<file path="config.mk">
export PLATFORM = sky130hd
export DESIGN_NAME = ambient_light_backlight_control
export DESIGN_NICKNAME = d
export VERILOG_FILES = /design/src/design/albc_pkg.sv /design/src/design/ambient_light_backlight_control.sv /design/src/design/albc_div.sv
export SDC_FILE = /design/constraint.sdc
export NUM_CORES = 1
export LEC_CHECK = 0
export ABC_AREA = 1
export BUFFER_PORTS_ARGS = -buffer_cell sky130_fd_sc_hd__clkbuf_2
export CELL_PAD_IN_SITES_DETAIL_PLACEMENT = 0
export CELL_PAD_IN_SITES_GLOBAL_PLACEMENT = 2
export CORE_MARGIN = 3
export CORE_UTILIZATION = 40
export CTS_BUF_LIST = sky130_fd_sc_hd__clkbuf_16
export CTS_CLUSTER_DIAMETER = 80
export DETAILED_ROUTE_END_ITERATION = 12
export PLACE_DENSITY_LB_ADDON = 0.15
export SLEW_MARGIN = 20
export SYNTH_ARGS = -nofsm -noshare
export SYNTH_HDL_FRONTEND = slang
export SYNTH_SLANG_ARGS = --single-unit
</file>
<file path="constraint.sdc">
create_clock -name clk -period 7.5 [get_ports clk]
set_clock_uncertainty 0.05 [all_clocks]
set_input_delay 2.25 -clock clk [delete_from_list [all_inputs] [get_ports clk]]
set_output_delay 2.25 -clock clk [all_outputs]
set_load 0.005 [all_outputs]
</file>
<file path="src/design/albc_pkg.sv">
package albc_pkg;

    // Default depth of the target history ring
    localparam int HISTORY_LEN_DEF = 8;

    // Field and register widths
    localparam int LEVEL_W = 8;
    localparam int LUX_W   = 16;
    localparam int Q_W     = 16;
    localparam int LOG_W   = 12;
    localparam int QUOT_W  = 8;

    // Item operation codes
    localparam logic OP_SAMPLE = 1'b0;
    localparam logic OP_SEED   = 1'b1;

    // Register indexes on the configuration port
    localparam logic REG_MIN_LEVEL = 1'b0;
    localparam logic REG_MAX_LEVEL = 1'b1;

    // Reset values of the registers
    localparam logic [LEVEL_W-1:0] MIN_LEVEL_RST = 8'd0;
    localparam logic [LEVEL_W-1:0] MAX_LEVEL_RST = 8'd255;

    // 2^20 / log2(10000) per Q4.8 unit of log2
    localparam logic [16:0] LOG_SCALE_K     = 17'd78913;
    localparam int          LOG_SCALE_SHIFT = 20;

    // round(256 * log2(1 + i/32))
    localparam logic [7:0] LOG_FRAC_TAB [32] = '{
        8'd0,   8'd11,  8'd22,  8'd33,  8'd44,  8'd54,  8'd63,  8'd73,
        8'd82,  8'd92,  8'd100, 8'd109, 8'd118, 8'd126, 8'd134, 8'd142,
        8'd150, 8'd157, 8'd165, 8'd172, 8'd179, 8'd186, 8'd193, 8'd200,
        8'd207, 8'd213, 8'd220, 8'd226, 8'd232, 8'd238, 8'd244, 8'd250
    };

    // log2 of a nonzero value in Q4.8: leading-one index plus fraction table
    function automatic logic [LOG_W-1:0] log2_q4_8(input logic [LUX_W-1:0] x);
        logic [3:0]       e;
        logic [LUX_W-1:0] m;
        e = 4'd0;
        for (int k = 0; k < LUX_W; k++)
        begin
            if (x[k])
                e = 4'(k);
        end
        m = x << (4'd15 - e);
        return {e, 8'h00} + {4'h0, LOG_FRAC_TAB[m[14:10]]};
    endfunction

endpackage

</file>
<file path="src/design/ambient_light_backlight_control.sv">
// Ambient light to backlight level controller.
// Input channel (in_valid/in_stall): one transaction per sensor sample (op 0,
// lux) or per seed (op 1, seed_level read back from the panel).
// Output channel (out_valid/out_stall): exactly one transaction per input,
// carrying level and write_enable; write_enable marks a level the host must
// write and poll faster on.
// min_level and max_level are written over the APB port at 0x0 and 0x4; a
// change takes effect at the next sample with a new lux value.
// A seed goes straight to the done step. A sample passes the log step, then the
// two multiply steps for a new nonzero lux with max above min, then the ring
// update and the compare, and the divide when the level moves.
// One item is in work at a time and the next is taken in the cycle after its
// result is registered, so the block takes no new item before it is through
// with the last one.
// in_stall is high while an item is in work. A result that the receiver
// stalls is held in the output register; the next item is still accepted and
// its result waits behind it, with in_stall high until the register frees.
// Reset clears the history ring to zero, the current level to zero and the registers
// to 0 and 255.
module ambient_light_backlight_control #(
    parameter int HISTORY_LEN = albc_pkg::HISTORY_LEN_DEF
) (
    input  logic                          clk,
    input  logic                          rst_n,
    // Item input
    input  logic                          in_valid,
    output logic                          in_stall,
    input  logic                          op,
    input  logic [albc_pkg::LUX_W-1:0]    lux,
    input  logic [albc_pkg::LEVEL_W-1:0]  seed_level,
    // Result output
    output logic                          out_valid,
    input  logic                          out_stall,
    output logic [albc_pkg::LEVEL_W-1:0]  level,
    output logic                          write_enable,
    // Configuration
    input  logic                          psel,
    input  logic                          penable,
    input  logic                          pwrite,
    input  logic [2:0]                    paddr,
    input  logic [31:0]                   pwdata,
    output logic [31:0]                   prdata,
    output logic                          pready
);
    import albc_pkg::*;

    localparam int SUM_W  = 16 + $clog2(HISTORY_LEN);
    localparam int SLOT_W = $clog2(HISTORY_LEN);
    localparam int P1_W   = LEVEL_W + LOG_W;
    localparam int P2_W   = P1_W + 17;
    localparam int PART_W = P2_W - LOG_SCALE_SHIFT;

    localparam logic [SUM_W-1:0]  N_CONST  = SUM_W'(HISTORY_LEN);
    localparam logic [SUM_W-1:0]  N256     = SUM_W'(HISTORY_LEN * 256);
    localparam logic [SUM_W-1:0]  SUM_MAX  = SUM_W'(HISTORY_LEN * 65280);
    localparam logic [SLOT_W-1:0] SLOT_TOP = SLOT_W'(HISTORY_LEN - 1);

    // Sequencer states
    localparam logic [2:0] S_IDLE  = 3'd0;
    localparam logic [2:0] S_LOG   = 3'd1;
    localparam logic [2:0] S_MUL   = 3'd2;
    localparam logic [2:0] S_SCALE = 3'd3;
    localparam logic [2:0] S_RING  = 3'd4;
    localparam logic [2:0] S_CMP   = 3'd5;
    localparam logic [2:0] S_DIV   = 3'd6;
    localparam logic [2:0] S_DONE  = 3'd7;

    logic [2:0]         state_reg, state_next;
    logic [LEVEL_W-1:0] min_reg, max_reg;
    logic [LUX_W-1:0]   lux_reg, lux_next;
    logic [LUX_W-1:0]   prev_lux_reg, prev_lux_next;
    logic [Q_W-1:0]     target_reg, target_next;
    logic [Q_W-1:0]     fill_reg, fill_next;
    logic [SUM_W-1:0]   sum_reg, sum_next;
    logic [SLOT_W-1:0]  slot_reg, slot_next;
    logic [LEVEL_W-1:0] cur_lvl_reg, cur_lvl_next;
    logic               we_reg, we_next;
    logic [P1_W-1:0]    prod1_reg, prod1_next;
    logic [P2_W-1:0]    prod2_reg, prod2_next;
    logic [HISTORY_LEN-1:0] vld_reg, vld_next;
    logic               out_valid_reg, out_valid_next;
    logic [LEVEL_W-1:0] level_reg, level_next;
    logic               write_enable_reg, write_enable_next;

    logic [Q_W-1:0]     hist_mem [HISTORY_LEN];
    logic [Q_W-1:0]     rd_data_reg;
    logic               mem_we;

    logic               in_acc;
    logic               out_free;
    logic [LEVEL_W-1:0] span;
    logic [LOG_W-1:0]   log_val;
    logic [PART_W-1:0]  part;
    logic [Q_W-1:0]     old_entry;
    logic [SUM_W-1:0]   cur_scaled;
    logic [SUM_W-1:0]   diff;
    logic               div_start;
    logic               div_done;
    logic [QUOT_W-1:0]  div_quot;

    assign in_acc   = in_valid && !in_stall;
    assign in_stall = (state_reg != S_IDLE);
    assign out_free = !out_valid_reg || !out_stall;
    assign span     = max_reg - min_reg;
    assign log_val  = log2_q4_8(lux_reg);
    assign part     = prod2_reg[P2_W-1:LOG_SCALE_SHIFT];
    assign old_entry = vld_reg[slot_reg] ? rd_data_reg : fill_reg;
    assign cur_scaled = SUM_W'({cur_lvl_reg, 8'h00}) * N_CONST;
    assign diff = (cur_scaled > sum_reg) ? (cur_scaled - sum_reg) : (sum_reg - cur_scaled);

    // Configuration registers
    always_ff @(posedge clk or negedge rst_n)
    begin
        if (!rst_n)
        begin
            min_reg <= MIN_LEVEL_RST;
            max_reg <= MAX_LEVEL_RST;
        end
        else if (psel && penable && pwrite)
        begin
            case (paddr[2])
                REG_MIN_LEVEL: min_reg <= pwdata[LEVEL_W-1:0];
                REG_MAX_LEVEL: max_reg <= pwdata[LEVEL_W-1:0];
                default: ;
            endcase
        end
    end

    always_comb
    begin
        case (paddr[2])
            REG_MIN_LEVEL: prdata = {24'h0, min_reg};
            REG_MAX_LEVEL: prdata = {24'h0, max_reg};
            default:       prdata = 32'h0;
        endcase
    end

    assign pready = 1'b1;

    // History ring storage with registered read at the current slot
    always_ff @(posedge clk)
    begin
        if (mem_we)
            hist_mem[slot_reg] <= target_reg;
        rd_data_reg <= hist_mem[slot_reg];
    end

    // Mean divider
    albc_div #(
        .HISTORY_LEN(HISTORY_LEN),
        .SUM_W      (SUM_W)
    ) u_div (
        .clk     (clk),
        .rst_n   (rst_n),
        .start   (div_start),
        .dividend(sum_reg),
        .done    (div_done),
        .quotient(div_quot)
    );

    // Sequencer
    always_comb
    begin
        state_next        = state_reg;
        lux_next          = lux_reg;
        prev_lux_next     = prev_lux_reg;
        target_next       = target_reg;
        fill_next         = fill_reg;
        sum_next          = sum_reg;
        slot_next         = slot_reg;
        cur_lvl_next      = cur_lvl_reg;
        we_next           = we_reg;
        prod1_next        = prod1_reg;
        prod2_next        = prod2_reg;
        vld_next          = vld_reg;
        out_valid_next    = out_valid_reg && out_stall;
        level_next        = level_reg;
        write_enable_next = write_enable_reg;
        mem_we            = 1'b0;
        div_start         = 1'b0;

        case (state_reg)
            S_IDLE:
            begin
                if (in_acc)
                begin
                    if (op == OP_SEED)
                    begin
                        // Seed: the whole ring reads as the seed through the fill value
                        target_next   = {seed_level, 8'h00};
                        fill_next     = {seed_level, 8'h00};
                        vld_next      = '0;
                        sum_next      = SUM_W'({seed_level, 8'h00}) * N_CONST;
                        cur_lvl_next  = seed_level;
                        prev_lux_next = '0;
                        slot_next     = '0;
                        we_next       = 1'b0;
                        state_next    = S_DONE;
                    end
                    else
                    begin
                        lux_next   = lux;
                        state_next = S_LOG;
                    end
                end
            end
            S_LOG:
            begin
                if (lux_reg == prev_lux_reg)
                    state_next = S_RING;
                else
                begin
                    prev_lux_next = lux_reg;
                    if (lux_reg == '0 || max_reg <= min_reg)
                    begin
                        target_next = {min_reg, 8'h00};
                        state_next  = S_RING;
                    end
                    else
                    begin
                        prod1_next = P1_W'(span) * P1_W'(log_val);
                        state_next = S_MUL;
                    end
                end
            end
            S_MUL:
            begin
                prod2_next = P2_W'(prod1_reg) * P2_W'(LOG_SCALE_K);
                state_next = S_SCALE;
            end
            S_SCALE:
            begin
                // Saturate the scaled part at the span
                if (part > PART_W'({span, 8'h00}))
                    target_next = {max_reg, 8'h00};
                else
                    target_next = {min_reg, 8'h00} + part[Q_W-1:0];
                state_next = S_RING;
            end
            S_RING:
            begin
                // Replace the oldest entry and advance the slot
                sum_next = sum_reg - SUM_W'(old_entry) + SUM_W'(target_reg);
                mem_we   = 1'b1;
                vld_next[slot_reg] = 1'b1;
                slot_next  = (slot_reg == SLOT_TOP) ? '0 : slot_reg + 1'b1;
                state_next = S_CMP;
            end
            S_CMP:
            begin
                if (diff > N256)
                begin
                    div_start  = 1'b1;
                    state_next = S_DIV;
                end
                else
                begin
                    we_next    = 1'b0;
                    state_next = S_DONE;
                end
            end
            S_DIV:
            begin
                if (div_done)
                begin
                    cur_lvl_next = div_quot;
                    we_next      = 1'b1;
                    state_next   = S_DONE;
                end
            end
            S_DONE:
            begin
                // Hand the result to the output register once it is free
                if (out_free)
                begin
                    out_valid_next    = 1'b1;
                    level_next        = cur_lvl_reg;
                    write_enable_next = we_reg;
                    state_next        = S_IDLE;
                end
            end
            default:
                state_next = S_IDLE;
        endcase
    end

    always_ff @(posedge clk or negedge rst_n)
    begin
        if (!rst_n)
        begin
            state_reg     <= S_IDLE;
            prev_lux_reg  <= '0;
            target_reg    <= '0;
            fill_reg      <= '0;
            sum_reg       <= '0;
            slot_reg      <= '0;
            cur_lvl_reg   <= '0;
            vld_reg       <= '0;
            out_valid_reg <= 1'b0;
        end
        else
        begin
            state_reg     <= state_next;
            prev_lux_reg  <= prev_lux_next;
            target_reg    <= target_next;
            fill_reg      <= fill_next;
            sum_reg       <= sum_next;
            slot_reg      <= slot_next;
            cur_lvl_reg   <= cur_lvl_next;
            vld_reg       <= vld_next;
            out_valid_reg <= out_valid_next;
        end
    end

    always_ff @(posedge clk)
    begin
        lux_reg          <= lux_next;
        we_reg           <= we_next;
        prod1_reg        <= prod1_next;
        prod2_reg        <= prod2_next;
        level_reg        <= level_next;
        write_enable_reg <= write_enable_next;
    end

    assign out_valid    = out_valid_reg;
    assign level        = level_reg;
    assign write_enable = write_enable_reg;

`ifndef ASSERT_OFF
    a_div_done_in_div: assert property (@(posedge clk) disable iff (!rst_n)
        div_done |-> state_reg == S_DIV)
        else $error("divider finished outside the divide step");

    a_sum_bound: assert property (@(posedge clk) disable iff (!rst_n)
        sum_reg <= SUM_MAX)
        else $error("history sum above the ring maximum");

    a_slot_bound: assert property (@(posedge clk) disable iff (!rst_n)
        slot_reg <= SLOT_TOP)
        else $error("history slot out of range");

    a_done_emits: assert property (@(posedge clk) disable iff (!rst_n)
        (state_reg == S_DONE && out_free) |=> (out_valid_reg && state_reg == S_IDLE))
        else $error("finished transaction not moved to the output register");
`endif

endmodule

</file>
<file path="src/design/albc_div.sv">
module albc_div #(
    parameter int HISTORY_LEN = albc_pkg::HISTORY_LEN_DEF,
    parameter int SUM_W       = 16 + $clog2(HISTORY_LEN)
) (
    input  logic                       clk,
    input  logic                       rst_n,
    input  logic                       start,
    input  logic [SUM_W-1:0]           dividend,
    output logic                       done,
    output logic [albc_pkg::QUOT_W-1:0] quotient
);
    import albc_pkg::*;

    localparam int SLOT_W  = $clog2(HISTORY_LEN);
    localparam int X_W     = SUM_W - 8;
    localparam int SHIFT   = 8 + 2 * SLOT_W;
    localparam int RECIP_W = 10 + SLOT_W;
    localparam int PROD_W  = X_W + RECIP_W;
    // ceil(2^SHIFT / N): gives the exact floor of x / N for every x of X_W bits
    localparam logic [RECIP_W-1:0] RECIP =
        RECIP_W'(((1 << SHIFT) + HISTORY_LEN - 1) / HISTORY_LEN);

    logic              done_reg;
    logic [PROD_W-1:0] prod_reg;

    // Flag the quotient in the cycle after start
    always_ff @(posedge clk or negedge rst_n)
    begin
        if (!rst_n)
            done_reg <= 1'b0;
        else
            done_reg <= start;
    end

    // Divide by 256*N: drop the low byte, then multiply by the reciprocal of N
    always_ff @(posedge clk)
    begin
        if (start)
            prod_reg <= PROD_W'(dividend[SUM_W-1:8]) * PROD_W'(RECIP);
    end

    assign done     = done_reg;
    assign quotient = prod_reg[SHIFT +: QUOT_W];

endmodule

</file>
* Word-level counts from Yosys, hierarchy flattened *
Memory sizes are Yosys's and may differ from the RTL's. A register that Yosys moved wholly into a read port is not among the register bits.
Cells that the tools add are included.

storage, ports and cells
  bits in registers = 193
  RAM bits = 128
  bits in read-only memories = 256
  input port bits = 67
  output and inout bits = 44
  memories = 2

operators by class
  add/sub/neg operators = 9
  $mul = 2
  magnitude comparators = 7
  eq/ne operators = 16
  shifts and indexed selects = 1
  mux-type cells = 68
  bitwise logic cells = 6
  reduce and logical (&&, ||, !) cells = 30

memory list
  name             depth  width  rd ports  clocked after Yosys merged registers in  write ports  line                                   text
  (no name shown)  32     8      1         0                                        0            albc_pkg.sv:48                         return {e, 8'h00} + {4'h0, LOG_FRAC_TAB[m[14:10]]};
  hist_mem         8      16     1         1                                        1            ambient_light_backlight_control.sv:85  logic [Q_W-1:0] hist_mem [HISTORY_LEN];

operator list
  cell                      number
  $mux W16                  9
  $pmux W32 S2              1
  $mux W19                  3
  $mux W8                   7
  $pmux W16 S3              1
  $mux W4                   11
  $pmux W19 S2              1
  $sub A19 B19 Y19          2
  $mul A20 B17 Y37 const B  1
  $pmux W16 S2              1
  $pmux W8 S2               2
  $mux W3                   10
  $pmux W3 S8               1
  $mul A8 B12 Y20           1
  $add A19 B16 Y19          1
  $gt A19 B12 Y1 const B    1
  $gt A19 B19 Y1            1
  $sub A19 B16 Y19          1
  $gt A17 B16 Y1            1
  $add A16 B16 Y16          1
  $eq A16 B16 Y1            1
  $logic_not A16 Y1         1
  $shl A16 B4 Y15           1
  $eq A3 B3 Y1 const B      5
  31 further kinds          74

* Depth between registers and ports, before layout *
Gate-level depths: netlist of the first run.

  word-level depth = 23
  gate-level depth with buffers = 51

* Modules after synthesis *
From an unflattened synthesis of the first run, not the netlist that was laid out.

second synthesis, totals
  cell total of the unflattened synthesis = 2462
  area total of the unflattened synthesis = 23003.3 um2

by module, submodules not included
  module                           instances  cells each  area each (um2)  seq. area each (um2)
  ambient_light_backlight_control  1          2453        22738.1          8518.2
  albc_div                         1          9           265.3            265.3

* Worst setup path before layout of the first run *
OpenSTA, ideal clock, no wires.

  path kind = register to register
  start point = register lux_reg[2]
  end point = register prod1_reg[18], data pin
  library setup time = 0.260 ns
  data arrival time = 6.353 ns
  required time = 7.190 ns
  path slack = 0.837 ns
  stages on the path, launching flop included = 45
  clock period less this slack = 6.663 ns
  path through = edfxtp_1 > inv_2 > nand2_1 > nand2_1 > nand2_1 > nand2_1 > nand2_1 > nand2_1 > nand2_1 > nand2_1 > nand2_1 > nand2_1 > nand2_2 > nand2_4 > nand2_4 > buf_6 > nand2_1 > nand3_1 > [... 9 more ...] > fa_1 > fa_1 > inv_1 > fa_1 > fa_1 > ha_1 > a21oi_1 > inv_1 > a31oi_1 > o21ai_0 > a21boi_0 > o21ai_0 > a21oi_1 > o21ai_0 > a21oi_1 > nor2_1 > nor2_1 > xor2_1

on the way
  word-level cells in the longest chain between the ends = 22

ends and longest elaborated chain
  element                                     line                                    text
  start, declared                             ambient_light_backlight_control.sv:70   logic [LUX_W-1:0] lux_reg, lux_next;
  start signal, assigned                      ambient_light_backlight_control.sv:317  lux_reg <= lux_next;
  $mux W2 (2 in a row)                        albc_pkg.sv:44                          if (x[k])
  $mux W3                                     albc_pkg.sv:44
  $mux W4 (11 in a row)                       albc_pkg.sv:44
  $sub A4 B4 Y4                               albc_pkg.sv:47                          m = x << (4'd15 - e);
  $shl A16 B4 Y15                             albc_pkg.sv:47
  $not A5 Y6 (not written as such)            albc_pkg.sv:48
  $mem_v2 Z32 W8                              n/a
  $mux W8 (not written as such) (2 in a row)  albc_pkg.sv:48
  $add A12 B8 Y12 *                           albc_pkg.sv:48
  $mul A8 B12 Y20 *                           ambient_light_backlight_control.sv:221  prod1_next = P1_W'(span) * P1_W'(log_val);
  end signal, assigned                        ambient_light_backlight_control.sv:319  prod1_reg <= prod1_next;
  end, declared                               ambient_light_backlight_control.sv:78   logic [P1_W-1:0] prod1_reg, prod1_next;

Mark *: on every way between the ends. The rest lies on a longest branch, timed or not. The select of a mux whose other input is x is not followed.
A chain may end at the register's enable or synchronous reset.

* Worst setup path after layout of the first run *
  start point = register lux_reg[5]
  end point = register prod1_reg[17], data pin

on the way
  word-level cells in the longest chain between the ends = 19

ends and longest elaborated chain
  element                                     line
  $mux W4 (11 in a row)                       albc_pkg.sv:44
  $sub A4 B4 Y4                               albc_pkg.sv:47
  $shl A16 B4 Y15                             albc_pkg.sv:47
  $not A5 Y6 (not written as such)            albc_pkg.sv:48
  $mem_v2 Z32 W8                              n/a
  $mux W8 (not written as such) (2 in a row)  albc_pkg.sv:48
  $add A12 B8 Y12 *                           albc_pkg.sv:48
  $mul A8 B12 Y20 *                           ambient_light_backlight_control.sv:221

Marks and branches as above.

==> metrics, run 1 <==
initial drt markers=approximately 860; via density per instance=5.043; first-pass GRT wire length=approximately 96000 um; Fin. Hold Viols=0; r2r startpoint=lux_reg[5]; drc violations=0; Syn Area/Cell=9.270 um2; crit end category=register; die area=roughly 60000 um2; FMAX=around 0.14 GHz; crit-path leading delay family=adder cells; r2r worst-path depth=38; H-Tree Depth=2; Setup TNS=0 ps; Final setup viols=0; RR Endpoint=prod1_reg[17]; starting density of the core=40.51%; Buffers & Inverters on Critical Path=8; # port buffers=59; total CTS buffers=38; crit-path max cell delay=roughly 510 ps; GP Congestion=approximately 0.8; CTS tree=done; CP max stage cell=fa_1; register bit total from synthesis=roughly 310; CTS Buffer Depth=3; Routed WL=60440 um; Die Wd=245.2 um; EDFF count, synth=199; synth unique cells=57; I/O Pins=between 100 and 150; fraction of layout cells with a size suffix above 1=a little under 10%; P&R area growth vs syn=12.73%; layout net count=~3000; max_slew headroom=28.77%; Worst-Skew Late Latency=560 ps; Synth Warn #=0; hold endpoint=write_enable; CTS clock-pin slew for the worst setup and hold paths=60 ps; Core Box Area=between 50000 and 60000 um2; initial antenna violation count=1; detailed-route via count=16999; outcome=complete, no violations; Worst R2R Setup Slack=470 ps; Slew Limit Fails=0; top cells by count, synth=445 x inv_1, 378 x nand2_1, 247 x ha_1; main flop type after synthesis=edfxtp_1; Hold Startpoint=we_reg; hold buffers post-CTS=0; Synth area leaders=edfxtp_1 26%, ha_1 14%, fa_1 12%; post-synth top area share=26.11%; number of flip-flops under the largest register name=~130; row count=87; Routed Antenna Nets=0; Synth area leader=edfxtp_1; crit path kind=reg -> reg; GRT Overall Usage=20.34%; most used cell, CP=nand2_1; min-delay worst type=reg -> reg; CTS Sinks=between 300 and 400; element type at the critical path start=register; min cycle time layout=between 7000 and 8000 ps; setup repair after global routing missed its margin=false; Worst Path Arrival=between 7000 and 8000 ps; ant diodes=0; Critical Path RT=roughly 7800 ps; die height=245.2 um; Max-cap violations=0; Mapped Cells=roughly 2500; crit path max fanout=11; wire per inst=17.93 um; number of global-route vias before repair=about 17000; dpl hpwl=46150 um; Hold Path Stages=0; worst-margin pin slew=around 1100 ps; pin count of the biggest net entering global routing=around 60; register area share after synthesis=about two fifths; total grt overflow=0; top-count cell post-synth=inv_1; crit path launch=lux_reg[5]; mapped cell area=about 23000 um2; period utilization=between 90% and 100%; Post-synth ARST share=a little under a third; router iterations before antenna repair=4; clk root buf=clkbuf_16
[final cells by class]
class | instances | area (um2)
clock buffers | 38 | 950.9
clock inverters | 32 | 346.6
fillers | 5507 | 30700
inverters | 458 | 1723
multi-input cells | 1646 | 12230
flip-flops and latches | 314 | 8783
well taps | 756 | 945.9
repair buffers | 127 | 820.8
[cells by family after synthesis]
group	synth area share (%)
simple gates	14.89
flops	38.38
compound gates	10.03
fa+ha+maj	25.22
buf+inv	9.310
xor+xnor	2.143
other cells	0.03281
[per-layer routing]
metal | vias up | GRT usage (%) | wire length [um]
met3 | 52 | 2.840 | 2163
met2 | 245 | 35.02 | 29490
met5 | - | 0 | 20
met1 | 8305 | 27.74 | 28020
li1 | 8395 | - | -
met4 | 2 | 3.439 | 744
[worst reg2reg max path, delay by kind of cell, from the launching register on]
family,cells,cell delay [ps]
fa+ha+maj,6,2340
compound gates,8,1060
buf+inv,8,1160
simple gates,16,1710
flops,1,470
[metrics by stage]
stage | cell area, um2 | hold slack [ps] | util, % | worst slack (ps) | instances
after global placement | 24410 | 363.2 | 43.21 | 157.1 | 3297
after floorplan | 22970 | 350.3 | - | 836.9 | 2492
after detailed placement | 24420 | 375.8 | 43.22 | 217.5 | 3297
after CTS | 25710 | 389.9 | 45.51 | 191.3 | 3367
final | 25800 | 381.9 | 45.67 | 469.5 | 3371
after global routing | 25800 | 398.1 | 45.67 | 11.08 | 3371
[cell usage in the layout (no fill, tap or decap), drive strengths merged, types with 13 or more instances in the layout]
cell type    n
a21oi      128
a221oi      20
a22oi       18
buf         69
clkbuf      96
clkinv      23
conb        25
dfrtp       91
dfxtp       16
edfxtp     199
fa         134
ha         247
inv        459
nand2      394
nand3      133
nand4       34
nor2       187
nor3        20
nor4        14
o211ai      13
o21ai      152
xor2        44
[worst max-delay path by stage]
stage / slack, ps / cells past startpoint / to
floorplan: 840 / 44 / prod1_reg[18]
global placement: 160 / 35 / prod1_reg[18]
detailed placement: 220 / 40 / prod1_reg[18]
CTS: 190 / 35 / prod1_reg[18]
global route: 10 / 47 / prod1_reg[17]
finish: 470 / 38 / prod1_reg[17]
[repair_timing]
| item | CTS | global route |
|---|---|---|
| buffers inserted | 0 | 4 |
| gates resized for setup | 0 | 16 |
| endpoints found under the setup margin | 0 | 6 |
Power of run 1 is left out: the tool's default activity adds up to more than one toggle a clock period on the data nets, which glitch-free logic cannot reach.
==> inputs of run 2 (changes only) <==
- ABC_AREA: 1 -> not set
- CORE_UTILIZATION: 40 -> 42
==> metrics, run 2 <==
initial drt markers=around 800; top cells by count, synth=311 x inv_1, 247 x ha_1, 199 x edfxtp_1; outcome=complete, no violations; Syn Area/Cell=10.66 um2; Synth area leader=edfxtp_1; CTS Buffer Depth=3; Worst-Skew Late Latency=~560 ps; Final setup viols=0; worst-margin pin slew=about 1100 ps; I/O Pins=between 100 and 150; Max-cap violations=0; clk root buf=clkbuf_16; H-Tree Depth=2; crit path kind=reg -> reg; EDFF count, synth=a little under 200; Post-synth ARST share=31.53%; Layout Cells excl Fill=just over 3000; GRT Overall Usage=20.43%; router iterations before antenna repair=5; Core Box Area=52970 um2; wire per inst=19.11 um; CTS Sinks=314; commonest non-fill, non-tap cells in the layout=311 x inv_1, 238 x ha_1, 199 x edfxtp_1, 152 x nand2_1, 147 x buf_4; top-count cell post-synth=inv_1; crit path max fanout=9; total grt overflow=0; register bit total from synthesis=approximately 310; Critical Path RT=between 7000 and 8000 ps; Hold Path Stages=0; # port buffers=59; most used cell, CP=fa_1; fraction of layout cells with a size suffix above 1=about 17%; GP Congestion=roughly 0.85; starting density of the core=between 40% and 50%; Synth area leaders=edfxtp_1 26%, ha_1 14%, fa_1 12%; via density per instance=5.286; ant diodes=0; hold buffers post-CTS=0; r2r worst-path depth=28; pin count of the biggest net entering global routing=54; main flop type after synthesis=edfxtp_1; drc violations=0; CTS tree=done; crit end category=register; number of flip-flops under the largest register name=128; layout net count=2752; crit-path max cell delay=between 500 and 600 ps; setup repair after global routing missed its margin=true; min-delay worst type=reg -> reg; Die Wd=238.4 um; CP max stage cell=or4_4; number of global-route vias before repair=~16000; Routed Antenna Nets=0; die height=about 240 um; post-synth top area share=26.35%; CTS clock-pin slew for the worst setup and hold paths=approximately 60 ps; min cycle time layout=between 7000 and 8000 ps; Slew Limit Fails=0; Routed WL=approximately 58000 um; Mapped Cells=2128; mapped cell area=approximately 23000 um2; register area share after synthesis=about two fifths; Worst R2R Setup Slack=a little over 200 ps; Setup TNS=0 ps; row count=84; max_slew headroom=~27%; first-pass GRT wire length=90980 um; initial antenna violation count=0; Synth Warn #=0; Worst Path Arrival=about 7500 ps; detailed-route via count=around 16000; synth unique cells=between 90 and 100; element type at the critical path start=register; commonest non-fill, non-tap cell in the layout=inv_1; FMAX=about 0.14 GHz; Fin. Hold Viols=0; total CTS buffers=37; P&R area growth vs syn=15.70%; placed instance count=2933; period utilization=97.26%; dpl hpwl=around 43000 um; fill count=4909; die area=between 50000 and 60000 um2
[run 2: cell types whose count changed after synthesis, moves of 52 or more]
cell | previous run | this run
nand2_1 | 378 | 152
a21oi_1 | 128 | 63
a22oi_1 | 18 | 70
nor2_1 | 184 | 116
nand3_1 | 129 | 39
inv_1 | 445 | 311
o21ai_0 | 148 | 80
[run 2: cell type report]
cell class                 count  area [um2]  area share (%)
multi-input combinational   1426       12730           48.50
timing repair buffer         208        1428           5.440
tap                          688       860.8           3.280
sequential                   314        8783           33.47
clock inverter                31       325.3           1.240
clock buffer                  37       925.9           3.528
inverter                     317        1192           4.544
[run 2: cell families (layout without fill, tap and decap cells)]
family / after synthesis / in the layout / share of synthesized area [%]
flip-flops: 314 / 314 / 38.73
AND/OR/NAND/NOR: 478 / 478 / 10.07
multiplexers: 52 / 52 / 2.488
XOR/XNOR: 75 / 75 / 2.896
buffers and inverters: 411 / 593 / 7.403
AO/OA/AOI/OAI: 415 / 415 / 12.93
adder cells (fa/ha/maj): 381 / 381 / 25.45
other: 2 / 25 / 0.03311
[run 2: metal layers]
layer  vias up  GRT usage (%)  share of wire (%)
met3        55          1.907                3.1
met2       240          35.30                 50
met5         -              0                  0
met4         0          4.783                1.6
met1      7942          27.98                 46
li1       7733              -                  -
[run 2: metrics by stage]
step	util (%)	worst slack, ps	hold slack (ps)	instance area [um2]
final	49.54	205.6	367.1	26240
after detailed placement	46.17	-259.5	356.1	24460
after global routing	49.54	-49.05	385.0	26240
after floorplan	-	80.17	350.3	22770
after CTS	48.66	2.125	375.3	25780
after global placement	46.17	-231.6	364.7	24450
[run 2: final timing paths]
kind	to	start
worst min-delay path	write_enable	we_reg
min in group asynchronous	sum_reg[5]	rst_n
max in group asynchronous	prev_lux_reg[12]	rst_n
worst min register to register	write_enable	we_reg
worst max register to register	prod1_reg[17]	lux_reg[5]
worst max-delay path	prod1_reg[17]	lux_reg[5]
[run 2: timing repair]
action	4_1_cts	5_1_grt
buffers inserted	7	13
endpoints found under the setup margin	2	6
resized for setup	6	72
pin swaps	11	33
[run 2: worst max-delay path: cells and delay by family, from the launching register on]
kind	cells	cell delay (ps)
fa+ha+maj	5	2190
flops	1	500
compound gates	12	2190
buf+inv	5	630
simple gates	5	1420
mux	1	70
Power of run 2 is left out for the same reason.
==> inputs of run 3 (changes only) <==
- CORE_UTILIZATION: 42 -> 43
- CTS_BUF_LIST: sky130_fd_sc_hd__clkbuf_16 -> sky130_fd_sc_hd__clkbuf_4
- CTS_CLUSTER_DIAMETER: 80 -> not set
==> metrics, run 3 (synthesis gave the netlist of run 2 again) <==
Max-cap violations=0; Worst-Skew Late Latency=810 ps; CTS tree=done; Hold Path Stages=0; crit end category=register; Slew Limit Fails=0; crit path kind=reg -> reg; Routed Antenna Nets=0; min cycle time layout=approximately 7400 ps; CTS clock-pin slew for the worst setup and hold paths=roughly 70 ps; clk root buf=clkbuf_4; Core Box Area=roughly 52000 um2; H-Tree Depth=3; r2r worst-path depth=26; Worst Path Arrival=slightly below 8000 ps; wire per inst=~18 um; crit-path max cell delay=~560 ps; row count=83; initial antenna violation count=2; CTS Buffer Depth=3; first-pass GRT wire length=90690 um; starting density of the core=43.85%; via density per instance=5.199; dpl hpwl=~42000 um; FMAX=about 0.14 GHz; router iterations before antenna repair=5; I/O Pins=between 100 and 150; element type at the critical path start=register; max_slew headroom=26.88%; outcome=complete, no violations; die height=around 240 um; period utilization=98.69%; crit path max fanout=6; commonest non-fill, non-tap cells in the layout=308 x inv_1, 243 x ha_1, 199 x edfxtp_1, 152 x nand2_1, 139 x buf_4; CTS Sinks=~310; min-delay worst type=reg -> reg; CP max stage cell=or4_4; Die Wd=around 240 um; placed instance count=2913; P&R area growth vs syn=15.24%; number of global-route vias before repair=approximately 17000; GRT Overall Usage=around a fifth; design area=about 26000 um2; total CTS buffers=88; DP Worst Slack=-270.6 ps; commonest non-fill, non-tap cell in the layout=inv_1; Worst setup endpoint=prod1_reg[19]; area post-placement=between 20000 and 25000 um2; detailed-route via count=approximately 16000; Worst R2R Setup Slack=just under 100 ps; initial drt markers=754; GP Congestion=about 0.83; fraction of layout cells with a size suffix above 1=about 20%; Final setup viols=0; Fin. Hold Viols=0; Routed WL=~57000 um; # port buffers=59; crit path launch=lux_reg[5]; layout net count=about 2800; Layout Cells excl Fill=slightly above 3000; drc violations=0; pin count of the biggest net entering global routing=56; r2r startpoint=lux_reg[5]; die area=around 56000 um2; most used cell, CP=fa_1; final setup margin=~100 ps; setup repair after global routing missed its margin=true; Critical Path RT=7940 ps; number of flip-flops under the largest register name=about 130; Final Util=50.54%; RR Endpoint=prod1_reg[19]; total grt overflow=0; worst-margin pin slew=between 1000 and 1500 ps
[run 3: cell types whose count changed in the layout (fill, tap and decap cells not counted), moves of 4 or more]
cell and delta:
clkinv_1 +12, ha_4 -6, buf_4 -8, clkbuf_4 +134, ha_1 +5, clkbuf_16 -37
nor2_1 +4, a21oi_1 +5, a21oi_2 -6, nor2_2 -4
[run 3: critical path: cells and delay by family (launching register included)]
| kind | cells | cell delay [ps] |
|---|---|---|
| fa+ha+maj | 5 | 2340 |
| compound gates | 12 | 2040 |
| simple gates | 4 | 1560 |
| buf+inv | 4 | 550 |
| flops | 1 | 490 |
| mux | 1 | 70 |
[run 3: metal layers]
metal	up-vias	global-route usage, %	routed length (um)
met2	252	35.41	28310
met1	7932	26.90	25730
met5	-	0	0
met3	72	3.351	2014
met4	0	5.937	1140
li1	7893	-	-
[run 3: worst min-delay path by stage]
| stage | start | to |
|---|---|---|
| final | we_reg | write_enable |
| after global routing | we_reg | write_enable |
| after CTS | we_reg | write_enable |
| after detailed placement | we_reg | write_enable |
| after global placement | we_reg | write_enable |
| after floorplan | we_reg | write_enable |
[run 3: timing repair]
item,CTS,global route
hold buffers,0,0
setup endpoints to repair,3,5
pin swaps,17,37
setup buffers,8,21
resized for setup,20,56
[run 3: area by class of cell]
class	count	area, um2
clock buffers	134	1006
flip-flops and latches	314	8783
fillers	4778	25580
diodes	2	5.005
inverters	317	1195
clock inverters	30	181.4
well taps	680	850.8
repair buffers	203	1419
multi-input cells	1426	12700
[run 3: metrics by stage]
stage	setup TNS [ps]	hold WS, ps
2_1_floorplan	0	350.3
5_1_grt	-589.1	381.2
6_report	0	380.6
4_1_cts	0	376.6
3_3_place_gp	-475.2	361.6
3_5_place_dp	-499.0	361.5
Power of run 3 is left out for the same reason.
